**src/rtl/rvdhf_pkg.sv**
```systemverilog
// ----------------------------------------------------------------------------
// rvdhf_pkg
// Types, opcode and operation codes shared by the RV32 decode/hazard block.
// ----------------------------------------------------------------------------
`timescale 1ns / 1ps

package rvdhf_pkg;

	// Major opcodes
	localparam logic [6:0] OPC_OP     = 7'h33;
	localparam logic [6:0] OPC_OPIMM  = 7'h13;
	localparam logic [6:0] OPC_LOAD   = 7'h03;
	localparam logic [6:0] OPC_JALR   = 7'h67;
	localparam logic [6:0] OPC_STORE  = 7'h23;
	localparam logic [6:0] OPC_BRANCH = 7'h63;
	localparam logic [6:0] OPC_LUI    = 7'h37;
	localparam logic [6:0] OPC_AUIPC  = 7'h17;
	localparam logic [6:0] OPC_JAL    = 7'h6F;

	// funct7 groups of register-register ops
	localparam logic [6:0] F7_BASE = 7'h00;
	localparam logic [6:0] F7_ALT  = 7'h20;
	localparam logic [6:0] F7_MULDIV = 7'h01;

	// Upper immediate mask
	localparam logic [31:0] UIMM_MASK = 32'hFFFFF000;

	// Dense operation numbers
	localparam logic [5:0] OP_ADD   = 6'd0;
	localparam logic [5:0] OP_SUB   = 6'd1;
	localparam logic [5:0] OP_SLL   = 6'd2;
	localparam logic [5:0] OP_SLT   = 6'd3;
	localparam logic [5:0] OP_SRA   = 6'd4;
	localparam logic [5:0] OP_DIV   = 6'd5;
	localparam logic [5:0] OP_XOR   = 6'd6;
	localparam logic [5:0] OP_SRL   = 6'd7;
	localparam logic [5:0] OP_OR    = 6'd8;
	localparam logic [5:0] OP_AND   = 6'd9;
	localparam logic [5:0] OP_MUL   = 6'd10;
	localparam logic [5:0] OP_REM   = 6'd11;
	localparam logic [5:0] OP_ADDI  = 6'd12;
	localparam logic [5:0] OP_SLTI  = 6'd13;
	localparam logic [5:0] OP_XORI  = 6'd14;
	localparam logic [5:0] OP_ORI   = 6'd15;
	localparam logic [5:0] OP_ANDI  = 6'd16;
	localparam logic [5:0] OP_LW    = 6'd17;
	localparam logic [5:0] OP_LB    = 6'd18;
	localparam logic [5:0] OP_LH    = 6'd19;
	localparam logic [5:0] OP_LD    = 6'd20;
	localparam logic [5:0] OP_JALR  = 6'd21;
	localparam logic [5:0] OP_SB    = 6'd22;
	localparam logic [5:0] OP_SH    = 6'd23;
	localparam logic [5:0] OP_SW    = 6'd24;
	localparam logic [5:0] OP_SD    = 6'd25;
	localparam logic [5:0] OP_BEQ   = 6'd26;
	localparam logic [5:0] OP_BNE   = 6'd27;
	localparam logic [5:0] OP_BLT   = 6'd28;
	localparam logic [5:0] OP_BGE   = 6'd29;
	localparam logic [5:0] OP_AUIPC = 6'd30;
	localparam logic [5:0] OP_LUI   = 6'd31;
	localparam logic [5:0] OP_JAL   = 6'd32;

	// Instruction formats
	localparam logic [2:0] KIND_R = 3'd0;
	localparam logic [2:0] KIND_I = 3'd1;
	localparam logic [2:0] KIND_S = 3'd2;
	localparam logic [2:0] KIND_B = 3'd3;
	localparam logic [2:0] KIND_U = 3'd4;
	localparam logic [2:0] KIND_J = 3'd5;

	// Operand source selects
	localparam logic [1:0] FWD_RF  = 2'd0;
	localparam logic [1:0] FWD_EX  = 2'd1;
	localparam logic [1:0] FWD_MEM = 2'd2;

	// Input beat
	typedef struct packed {
		logic [31:0] instr_word;
		logic        ex_writes;
		logic [4:0]  ex_rd;
		logic        ex_is_load;
		logic        mem_writes;
		logic [4:0]  mem_rd;
	} instr_beat_t;

	// Result beat
	typedef struct packed {
		logic               known;
		logic [5:0]         op_code;
		logic [4:0]         dest_reg;
		logic [4:0]         src1_reg;
		logic [4:0]         src2_reg;
		logic signed [31:0] immediate;
		logic               writes_dest;
		logic               is_load_op;
		logic               stall_res;
		logic [1:0]         fwd_a;
		logic [1:0]         fwd_b;
		logic               store_fwd;
	} dec_beat_t;

	// Decoder facts handed to the hazard unit
	typedef struct packed {
		logic       known;
		logic       rd_ex1;     // rs1 read in EX
		logic       rd_ex2;     // rs2 read in EX
		logic       is_store;
		logic [4:0] src1;
		logic [4:0] src2;
	} dec_info_t;

	// Hazard unit verdict
	typedef struct packed {
		logic       stall;
		logic [1:0] fwd_a;
		logic [1:0] fwd_b;
		logic       store_fwd;
	} hz_info_t;

endpackage

```
**src/rtl/rvdhf_decode.sv**
```systemverilog
// ----------------------------------------------------------------------------
// rvdhf_decode
// Instruction field decode: operation number, registers and immediate.
// ----------------------------------------------------------------------------
`timescale 1ns / 1ps

module rvdhf_decode import rvdhf_pkg::*; (
	input  logic [31:0]        instr_word,
	output logic               known,
	output logic [5:0]         op_code,
	output logic [4:0]         dest_reg,
	output logic signed [31:0] immediate,
	output logic               writes_dest,
	output logic               is_load_op,
	output dec_info_t          info
);

	logic [6:0] opc;
	logic [4:0] rd;
	logic [2:0] f3;
	logic [4:0] rs1;
	logic [4:0] rs2;
	logic [6:0] f7;
	logic [2:0] kind;
	logic       hit;
	logic [5:0] op;
	logic [31:0] imm;
	logic       has1;
	logic       has2;
	logic       ex2;
	logic       wr;

	assign opc = instr_word[6:0];
	assign rd  = instr_word[11:7];
	assign f3  = instr_word[14:12];
	assign rs1 = instr_word[19:15];
	assign rs2 = instr_word[24:20];
	assign f7  = instr_word[31:25];

	// Map opcode and function bits to a dense operation number
	always_comb begin
		hit  = 1'b0;
		op   = OP_ADD;
		kind = KIND_R;
		case (opc)
			OPC_OP: begin
				kind = KIND_R;
				case (f7)
					F7_BASE: begin
						hit = 1'b1;
						case (f3)
							3'd0: op = OP_ADD;
							3'd1: op = OP_SLL;
							3'd2: op = OP_SLT;
							3'd4: op = OP_XOR;
							3'd5: op = OP_SRL;
							3'd6: op = OP_OR;
							3'd7: op = OP_AND;
							default: hit = 1'b0;
						endcase
					end
					F7_ALT: begin
						hit = 1'b1;
						case (f3)
							3'd0: op = OP_SUB;
							3'd5: op = OP_SRA;
							default: hit = 1'b0;
						endcase
					end
					F7_MULDIV: begin
						hit = 1'b1;
						case (f3)
							3'd0: op = OP_MUL;
							3'd4: op = OP_DIV;
							3'd6: op = OP_REM;
							default: hit = 1'b0;
						endcase
					end
					default: hit = 1'b0;
				endcase
			end
			OPC_OPIMM: begin
				kind = KIND_I;
				hit  = 1'b1;
				case (f3)
					3'd0: op = OP_ADDI;
					3'd2: op = OP_SLTI;
					3'd4: op = OP_XORI;
					3'd6: op = OP_ORI;
					3'd7: op = OP_ANDI;
					default: hit = 1'b0;
				endcase
			end
			OPC_LOAD: begin
				kind = KIND_I;
				hit  = 1'b1;
				case (f3)
					3'd2: op = OP_LW;
					3'd0: op = OP_LB;
					3'd1: op = OP_LH;
					3'd3: op = OP_LD;
					default: hit = 1'b0;
				endcase
			end
			OPC_JALR: begin
				kind = KIND_I;
				hit  = (f3 == 3'd0);
				op   = OP_JALR;
			end
			OPC_STORE: begin
				kind = KIND_S;
				hit  = (f3 inside {[3'd0:3'd3]});
				op   = OP_SB + {3'b000, f3};
			end
			OPC_BRANCH: begin
				kind = KIND_B;
				hit  = 1'b1;
				case (f3)
					3'd0: op = OP_BEQ;
					3'd1: op = OP_BNE;
					3'd4: op = OP_BLT;
					3'd5: op = OP_BGE;
					default: hit = 1'b0;
				endcase
			end
			OPC_AUIPC: begin
				kind = KIND_U;
				hit  = 1'b1;
				op   = OP_AUIPC;
			end
			OPC_LUI: begin
				kind = KIND_U;
				hit  = 1'b1;
				op   = OP_LUI;
			end
			OPC_JAL: begin
				kind = KIND_J;
				hit  = 1'b1;
				op   = OP_JAL;
			end
			default: hit = 1'b0;
		endcase
	end

	// Assemble the immediate for the format
	always_comb begin
		case (kind)
			KIND_I: imm = {{20{instr_word[31]}}, instr_word[31:20]};
			KIND_S: imm = {{20{instr_word[31]}}, instr_word[31:25], instr_word[11:7]};
			KIND_B: imm = {{19{instr_word[31]}}, instr_word[31], instr_word[7],
				instr_word[30:25], instr_word[11:8], 1'b0};
			KIND_U: imm = instr_word & UIMM_MASK;
			KIND_J: imm = {{11{instr_word[31]}}, instr_word[31], instr_word[19:12],
				instr_word[20], instr_word[30:21], 1'b0};
			default: imm = 32'd0;
		endcase
	end

	// Which register fields the format actually uses
	assign has1 = hit && (kind == KIND_R || kind == KIND_I || kind == KIND_S || kind == KIND_B);
	assign has2 = hit && (kind == KIND_R || kind == KIND_S || kind == KIND_B);
	assign ex2  = hit && (kind == KIND_R || kind == KIND_B);
	assign wr   = hit && (kind == KIND_R || kind == KIND_I || kind == KIND_U || kind == KIND_J);

	// Drive results, all zero for an unknown word
	assign known       = hit;
	assign op_code     = hit ? op : 6'd0;
	assign dest_reg    = wr ? rd : 5'd0;
	assign immediate   = hit ? $signed(imm) : 32'sd0;
	assign writes_dest = wr;
	assign is_load_op  = hit && (op == OP_LW || op == OP_LB || op == OP_LH);

	assign info.known    = hit;
	assign info.rd_ex1   = has1;
	assign info.rd_ex2   = ex2;
	assign info.is_store = hit && (kind == KIND_S);
	assign info.src1     = has1 ? rs1 : 5'd0;
	assign info.src2     = has2 ? rs2 : 5'd0;

endmodule

```
**src/rtl/rvdhf_hazard.sv**
```systemverilog
// ----------------------------------------------------------------------------
// rvdhf_hazard
// Load-use stall detection and operand forwarding selects.
// ----------------------------------------------------------------------------
`timescale 1ns / 1ps

module rvdhf_hazard import rvdhf_pkg::*; (
	input  dec_info_t  info,
	input  logic       ex_writes,
	input  logic [4:0] ex_rd,
	input  logic       ex_is_load,
	input  logic       mem_writes,
	input  logic [4:0] mem_rd,
	output hz_info_t   hz
);

	// EX match wins over MEM; x0 never matches
	function automatic logic [1:0] fwd_sel(
		input logic [4:0] r,
		input logic       exw,
		input logic [4:0] exrd,
		input logic       memw,
		input logic [4:0] memrd
	);
		logic [1:0] sel;
		sel = FWD_RF;
		if (r != 5'd0) begin
			if (exw && exrd == r) sel = FWD_EX;
			else if (memw && memrd == r) sel = FWD_MEM;
		end
		return sel;
	endfunction

	logic stall;
	logic hit1;
	logic hit2;

	// Stall when a load in EX feeds a source read in EX
	assign hit1  = info.rd_ex1 && (info.src1 == ex_rd);
	assign hit2  = info.rd_ex2 && (info.src2 == ex_rd);
	assign stall = info.known && ex_writes && ex_is_load && (ex_rd != 5'd0) && (hit1 || hit2);

	// Drop forwards during a stall
	assign hz.stall = stall;
	assign hz.fwd_a = (!stall && info.rd_ex1) ?
		fwd_sel(info.src1, ex_writes, ex_rd, mem_writes, mem_rd) : FWD_RF;
	assign hz.fwd_b = (!stall && info.rd_ex2) ?
		fwd_sel(info.src2, ex_writes, ex_rd, mem_writes, mem_rd) : FWD_RF;
	assign hz.store_fwd = !stall && info.is_store && (info.src2 != 5'd0) &&
		ex_writes && (ex_rd == info.src2);

endmodule

```
**src/rtl/rv32_decode_hazard_forward.sv**
```systemverilog
// ----------------------------------------------------------------------------
// rv32_decode_hazard_forward
// RV32 decode stage with load-use stall detection and forwarding selects.
// ----------------------------------------------------------------------------
//  channel   valid        stall        beat        width
//  instr     instr_valid  instr_stall  instr_beat  instr_beat_t, into block
//  dec       dec_valid    dec_stall    dec_beat    dec_beat_t, out of block
//
//  The input register captures each accepted instr beat, then decode and
//  hazard logic feed the result register, which drives dec_valid.
//  One beat per cycle is sustained while dec_stall is low; both registers
//  advance together. A stall on dec holds the result register and, once the
//  input register also holds a beat, raises instr_stall in the same cycle.
//  Reset clears both valid flags; no beat is lost or repeated across a stall.
// ----------------------------------------------------------------------------
`timescale 1ns / 1ps

module rv32_decode_hazard_forward import rvdhf_pkg::*; (
	input  logic        clk,
	input  logic        arst_n,
	input  logic        instr_valid,
	output logic        instr_stall,
	input  instr_beat_t instr_beat,
	output logic        dec_valid,
	input  logic        dec_stall,
	output dec_beat_t   dec_beat
);

	instr_beat_t beat_s1;
	logic        vld_s1;
	dec_beat_t   beat_s2;
	logic        vld_s2;
	logic        adv_s2;
	logic        take_s1;
	dec_beat_t   res;
	dec_info_t   info;
	hz_info_t    hz;

	// Pipeline control
	assign adv_s2      = !vld_s2 || !dec_stall;
	assign instr_stall = vld_s1 && !adv_s2;
	assign take_s1     = instr_valid && !instr_stall;

	always_ff @(posedge clk or negedge arst_n) begin
		if (!arst_n) begin
			vld_s1 <= 1'b0;
			vld_s2 <= 1'b0;
		end else begin
			if (adv_s2) vld_s2 <= vld_s1;
			if (adv_s2 || !vld_s1) vld_s1 <= instr_valid;
		end
	end

	// Capture the input beat
	always_ff @(posedge clk) begin
		if (take_s1) beat_s1 <= instr_beat;
	end

	rvdhf_decode u_decode (
		.instr_word  (beat_s1.instr_word),
		.known       (res.known),
		.op_code     (res.op_code),
		.dest_reg    (res.dest_reg),
		.immediate   (res.immediate),
		.writes_dest (res.writes_dest),
		.is_load_op  (res.is_load_op),
		.info        (info)
	);

	rvdhf_hazard u_hazard (
		.info       (info),
		.ex_writes  (beat_s1.ex_writes),
		.ex_rd      (beat_s1.ex_rd),
		.ex_is_load (beat_s1.ex_is_load),
		.mem_writes (beat_s1.mem_writes),
		.mem_rd     (beat_s1.mem_rd),
		.hz         (hz)
	);

	assign res.src1_reg  = info.src1;
	assign res.src2_reg  = info.src2;
	assign res.stall_res = hz.stall;
	assign res.fwd_a     = hz.fwd_a;
	assign res.fwd_b     = hz.fwd_b;
	assign res.store_fwd = hz.store_fwd;

	// Load the result register
	always_ff @(posedge clk) begin
		if (adv_s2 && vld_s1) beat_s2 <= res;
	end

	assign dec_valid = vld_s2;
	assign dec_beat  = beat_s2;

endmodule

```
**config.mk**
```make
export PLATFORM = sky130hd
export DESIGN_NAME = rv32_decode_hazard_forward
export DESIGN_NICKNAME = d
export VERILOG_FILES = /design/src/rtl/rvdhf_pkg.sv /design/src/rtl/rvdhf_decode.sv /design/src/rtl/rvdhf_hazard.sv /design/src/rtl/rv32_decode_hazard_forward.sv
export SDC_FILE = /design/constraint.sdc
export NUM_CORES = 1
export LEC_CHECK = 0
export ABC_AREA = 1
export BUFFER_PORTS_ARGS = -buffer_cell sky130_fd_sc_hd__buf_2
export CAP_MARGIN = 10
export CORE_UTILIZATION = 61
export CTS_BUF_LIST = sky130_fd_sc_hd__clkbuf_8
export CTS_CLUSTER_DIAMETER = 60
export DETAILED_ROUTE_END_ITERATION = 8
export GPL_TIMING_DRIVEN = 0
export PLACE_DENSITY = 0.88
export SLEW_MARGIN = 40
export SYNTH_ARGS = -nofsm -noshare
export SYNTH_HDL_FRONTEND = slang
export SYNTH_HIERARCHICAL = 1
export SYNTH_SLANG_ARGS = --single-unit
```
**constraint.sdc**
```tcl
create_clock -name clk -period 7 [get_ports clk]
set_input_delay 0.7 -clock clk [delete_from_list [all_inputs] [get_ports clk]]
set_output_delay 0.7 -clock clk [all_outputs]
set_load 0.1 [all_outputs]
```
### After elaboration in Yosys (flattened, before gate mapping)

Index checks and enable logic that the tools add are counted.

* flip-flop bits (word level): 109
* bits in latches: 0
* RAM bits: 0
* ROM bits: 0
* bits of input ports: 49
* output and inout port bits: 64
* logic and storage cells: 149
* memories: 0

* add/subtract/negate cells: 1
* $mul: 0
* divide/modulo/power cells: 0
* order comparisons: 2
* eq/ne operators: 32
* shift-type cells: 0
* multiplexer cells: 24
* bitwise gates (word level): 4
* reduce and logical (&&, ||, !) cells: 64

Operators with widths (count)
* case mux 32 bit (5 select lines): 1
* case mux 6 bit (9 select lines): 1
* case mux 5 bit (4 select lines): 2
* == test 5 bit: 6
* == test 7 x 6 -> 1 bit, second input constant: 4
* logical AND 1 bit: 26
* case mux 5 bit (5 select lines): 1
* case mux 4 bit (6 select lines): 1
* == test 7 bit, second input constant: 3
* == test 3 bit, second input constant: 6
* == test 6 x 5 -> 1 bit, second input constant: 3
* case mux 6 bit (3 select lines): 1
* case mux 3 bit (5 select lines): 1
* nonzero test 5 bit: 3
* OR reduction 3 bit: 5
* == test 7 x 5 -> 1 bit, second input constant: 2
* logical OR 1 bit: 13
* == test 3 x 2 -> 1 bit, second input constant: 4
* case mux 4 bit (3 select lines): 1
* 2-to-1 mux 5 bit: 2
* 2-to-1 mux 1 bit: 8
* OR reduction 4 bit: 2
* == test 7 x 1 -> 1 bit, second input constant: 1
* == test 7 x 2 -> 1 bit, second input constant: 1
* 16 further kinds: 29

### Depth between registers and ports, before layout

* depth after elaboration: 18
* gate-level depth with buffers: 21
* depth with buffers taken out: 20

### By module

Netlist, hierarchy kept.

By module, submodules not included
* rv32_decode_hazard_forward: times used 1, cells an instance 119, area each 3308.2 um^2, sequential area each 3263.1 um^2
* rvdhf_decode: times used 1, cells an instance 306, area each 1455.1 um^2, sequential area each 0.0 um^2
* rvdhf_hazard: times used 1, cells an instance 95, area each 456.7 um^2, sequential area each 0.0 um^2

### Worst setup path after synthesis

No wires, ideal clock.

* kind: reg2reg
* start point: reg vld_s2 (netlist: dec_valid)
* end point: reg beat_s2, in the netlist dec_beat[0], enable pin
* library setup time: 0.502 ns
* arrival: 3.963 ns
* required time: 6.498 ns
* slack: 2.535 ns
* cell stages (with the launch flop): 2
* path buffers: 0
* clock period less this slack: 4.465 ns
* path through: dfrtp_1 -> a21oi_1

* cells in the longest elaborated chain, start to end: 3

Ends and longest elaborated chain
* start, declared: line rv32_decode_hazard_forward.sv:32 `logic vld_s2;`
* start signal, assigned: line rv32_decode_hazard_forward.sv:49 `if (adv_s2) vld_s2 <= vld_s1;`
* logical NOT 1 bit: line rv32_decode_hazard_forward.sv:40 `assign adv_s2 = !vld_s2 || !dec_stall;`
* logical OR 1 bit: line rv32_decode_hazard_forward.sv:40
* logical AND 1 bit: line rv32_decode_hazard_forward.sv:89 `if (adv_s2 && vld_s1) beat_s2 <= res;`
* end signal, assigned: line rv32_decode_hazard_forward.sv:89
* end, declared: line rv32_decode_hazard_forward.sv:31 `dec_beat_t beat_s2;`

Every way passes these cells.
A chain may end at the register's enable or synchronous reset.

==> summary.md <==
| Metric | Value |
|---|---|
| Vias in the first global route | `3982` |
| DR WL/cell | `15.8 um` |
| Starting Density | `63.2%` |
| Most common cell in the netlist | `nand2_1` |
| Area contributors post-synth | `edfxtp_1, nand2_1, nor2_1` |
| Post-CTS sizing | `0` |
| Unrepaired setup endpoints after global routing | `false` |
| Net Sw Frac | `34.0%` |
| Top-level port count | `113` |
| Core area | `8260 um^2` |
| CP required | `7.15 ns` |
| IO Port Bufs | `112` |
| Clk pwr share | `25.8%` |
| Worst setup path class | `reg2reg` |
| Top cell by count, worst path | `nand2_1` |
| Post-route clock period utilization | `45.2%` |
| Post-synthesis async set-or-reset flop share | `1.83%` |
| Antenna diodes | `0` |
| Cell taking the most area after synthesis | `edfxtp_1` |
| Cts bufs inserted | `9` |
| Number of antenna violations at the first check in global routing | `0` |
| M1 WL | `4.58 mm` |
| Status | `completed` |
| Critical path, cell by cell | `nor2_1 > nand2_1 > nor2_1 > nand2_1 > nand2_1 > nor2_1 > nand3_1 > buf_4 > nand2_2 > nor2_1 > inv_2 > nand2_1 > nand2_1 > nor2_1 > nand4_1 > nand2_1 > nand2_2 > nand2_1 > nor2_1` |
| Max Slew Vio Count | `0` |
| Peak supply drop | `184 uV` |
| Die ar. | `8930 um^2` |
| Cells after Synth | `520` |
| Yosys warns | `6` |
| Leak | `0.00280 uW` |
| Post-synth top area share | `61.6%` |
| Die Height | `94.5 um` |
| Fin crit period | `3.16 ns` |
| Clk Latency, worst-skew pair | `0.38 ns` |
| CP delay by family, top | `simple AND/OR/NAND/NOR gates` |
| Top FF cell, synth | `edfxtp_1` |
| Combinational fraction of design power | `20.0%` |
| Largest net degree at the start of global routing | `46` |
| Sequential power share | `54.2%` |
| Hold crit path type | `in2async` |
| DRC | `0` |
| DR pass1 iterations | `5` |
| PD cells | `234 nW/um^2` |
| DR WL met3 | `1.08 mm` |
| Switching power | `491 uW` |
| Mean Syn Cell Area | `10.0 um^2` |
| Gr usage total | `28.1%` |
| Slew @ Worst Pin | `0.559 ns` |
| Post-synth EDFFs | `107` |
| Peak Freq | `0.316 GHz` |
| CP Max Fanout | `11` |
| Post-synthesis sequential area ratio | `62.5%` |
| WL met2 | `5.96 mm` |
| Filler Cell Count | `600` |
| Synth Net Count | `571` |
| Total Power | `1440 uW` |
| Clk_skew | `0.0147 ns` |
| DR top layer | `met4` |
| Final setup fails | `0` |
| Rel. slew slack | `62.7%` |
| Clock net sink count | `109` |
| Post-Syn Area | `5220 um^2` |
| Final nets | `697` |
| Top cells by count, synth | `nand2_1, edfxtp_1, nor2_1` |
| Vias post-DR | `4172` |
| R2r setup slk | `3.84 ns` |
| DRT Wirelength | `11.9 mm` |
| Critical Path Source Type | `flip-flop` |
| CP peak stage delay | `0.52 ns` |
| FF/Latch Area | `3260 um^2` |
| H-tree Lvls | `3` |
| Crit path DAT | `3.32 ns` |
| Buf/Inv on CP | `2` |
| Congestion Overflow GR | `0` |
| Number of synthesized register bits | `109` |
| Root Driver | `clkbuf_8` |
| Area grow syn2layout | `18.4%` |
| First-pass GRT wire length | `18.6 mm` |
| Clock transition at path regs | `0.11 ns` |
| Hold Vio Cnt, Final | `0` |
| Footprint of the multi-input gates | `1570 um^2` |
| Pint | `953 uW` |
| Post-DR vias/cell | `5.52` |
| Clock Path Buffers | `2` |
| Chip width | `94.5 um` |
| Initial detailed-routing violation count | `407` |
| Unique cell type count in the Yosys netlist | `34` |
| Setup TNS | `0 ns` |
| Setup crit end kind | `flip-flop` |
| Hold buffer count at CTS | `0` |
| Share of layout cells above drive strength 1 | `28.3%` |
| ANT nets after route | `0` |
| Gp weighted congestion | `0.861` |
| Slowest CP cell | `edfxtp_1` |
| Clock tree from TritonCTS | `yes` |
| Number of core rows | `33` |
| Number of max-cap violations | `0` |
| Setup bufs post-CTS | `0` |
| Dpl hpwl | `8.98 mm` |
[path summary, 6_finish.rpt]
path / from / endpoint / cells past startpoint
worst min register to register: vld_s1 / dec_valid / 2
max in group asynchronous: arst_n / dec_valid / 1
worst max-delay path: beat_s1[18] / dec_beat[2] / 19
min in group clk: instr_beat[40] / beat_s1[40] / 1
worst max register to register: beat_s1[18] / dec_beat[2] / 19
worst min-delay path: arst_n / vld_s1 / 1
[power by group through the flow]
stage	Clock (uW)	Combinational (uW)	Sequential (uW)
floorplan	0	67.0	956
global placement	0	274	800
detailed placement	0	288	798
CTS	378	289	783
global route	400	304	787
finish	372	289	783
[final cells by class]
cell class / count / share of cell area, %
flip-flops and latches: 109 / 52.8
clock buffers: 9 / 2.00
inverters: 74 / 4.53
clock inverters: 7 / 1.21
repair buffers: 115 / 10.0
multi-input cells: 322 / 25.3
plain buffers: 15 / 2.00
well taps: 105 / 2.13
[stage by stage]
stage	worst slack, ns	instance area (um^2)	utilization, %	instances	hold WS, ns
after floorplan	2.54	5220	-	520	0.404
after global placement	1.61	5910	71.6	737	0.478
after detailed placement	3.92	5980	72.5	740	0.491
after CTS	3.90	6180	74.9	756	0.0935
after global routing	3.54	6180	74.9	756	0.0865
final	3.84	6180	74.9	756	0.101
[routing by layer]
layer,up-vias,global-route usage (%)
met5,-,0
met1,1932,35.5
met2,240,47.3
met3,34,7.00
met4,0,10.2
li1,1966,-
[worst register-to-register path, cell delays in order, from the launching register on]
cell and delay, ns:
edfxtp_1 0.52, nor2_1 0.15, nand2_1 0.07, nor2_1 0.40
nand2_1 0.15, nand2_1 0.09, nor2_1 0.05, nand3_1 0.14
buf_4 0.21, nand2_2 0.11, nor2_1 0.34, inv_2 0.06
nand2_1 0.06, nand2_1 0.05, nor2_1 0.13, nand4_1 0.09
nand2_1 0.09, nand2_2 0.08, nand2_1 0.10, nor2_1 0.05
[cells by family (layout without fill, tap and decap cells)]
group | count (synthesis) | after routing | share of synthesized area, %
AO/OA/AOI/OAI | 50 | 50 | 5.11
adder cells (fa/ha/maj) | 2 | 2 | 0.479
flip-flops | 109 | 109 | 62.5
buffers and inverters | 89 | 220 | 7.69
XOR/XNOR | 8 | 8 | 1.34
AND/OR/NAND/NOR | 262 | 262 | 22.9
[placed cells by master (no fill, tap or decap), types with 4 or more instances in the layout]
| cell type | synthesis | final |
|---|---|---|
| nor3_2 | 4 | 4 |
| inv_1 | 69 | 68 |
| xnor2_1 | 5 | 5 |
| o21ai_0 | 6 | 6 |
| nor2_2 | 8 | 8 |
| nand4_1 | 7 | 7 |
| inv_2 | 5 | 5 |
| o22ai_1 | 4 | 4 |
| nor3_1 | 6 | 6 |
| nand3_1 | 36 | 36 |
| clkbuf_8 | 0 | 9 |
| buf_4 | 5 | 5 |
| nand2_1 | 109 | 109 |
| buf_2 | 3 | 115 |
| nand2_2 | 10 | 10 |
| nor2_1 | 70 | 70 |
| edfxtp_1 | 107 | 107 |
| buf_6 | 6 | 6 |
| a21oi_1 | 36 | 35 |
[sequential cells by signal (all words and copies together), names as in the netlist]
name / count
dec_beat: 62
beat_s1: 45
vld_s1: 1
dec_valid: 1
(Power assumes the default switching activity.)
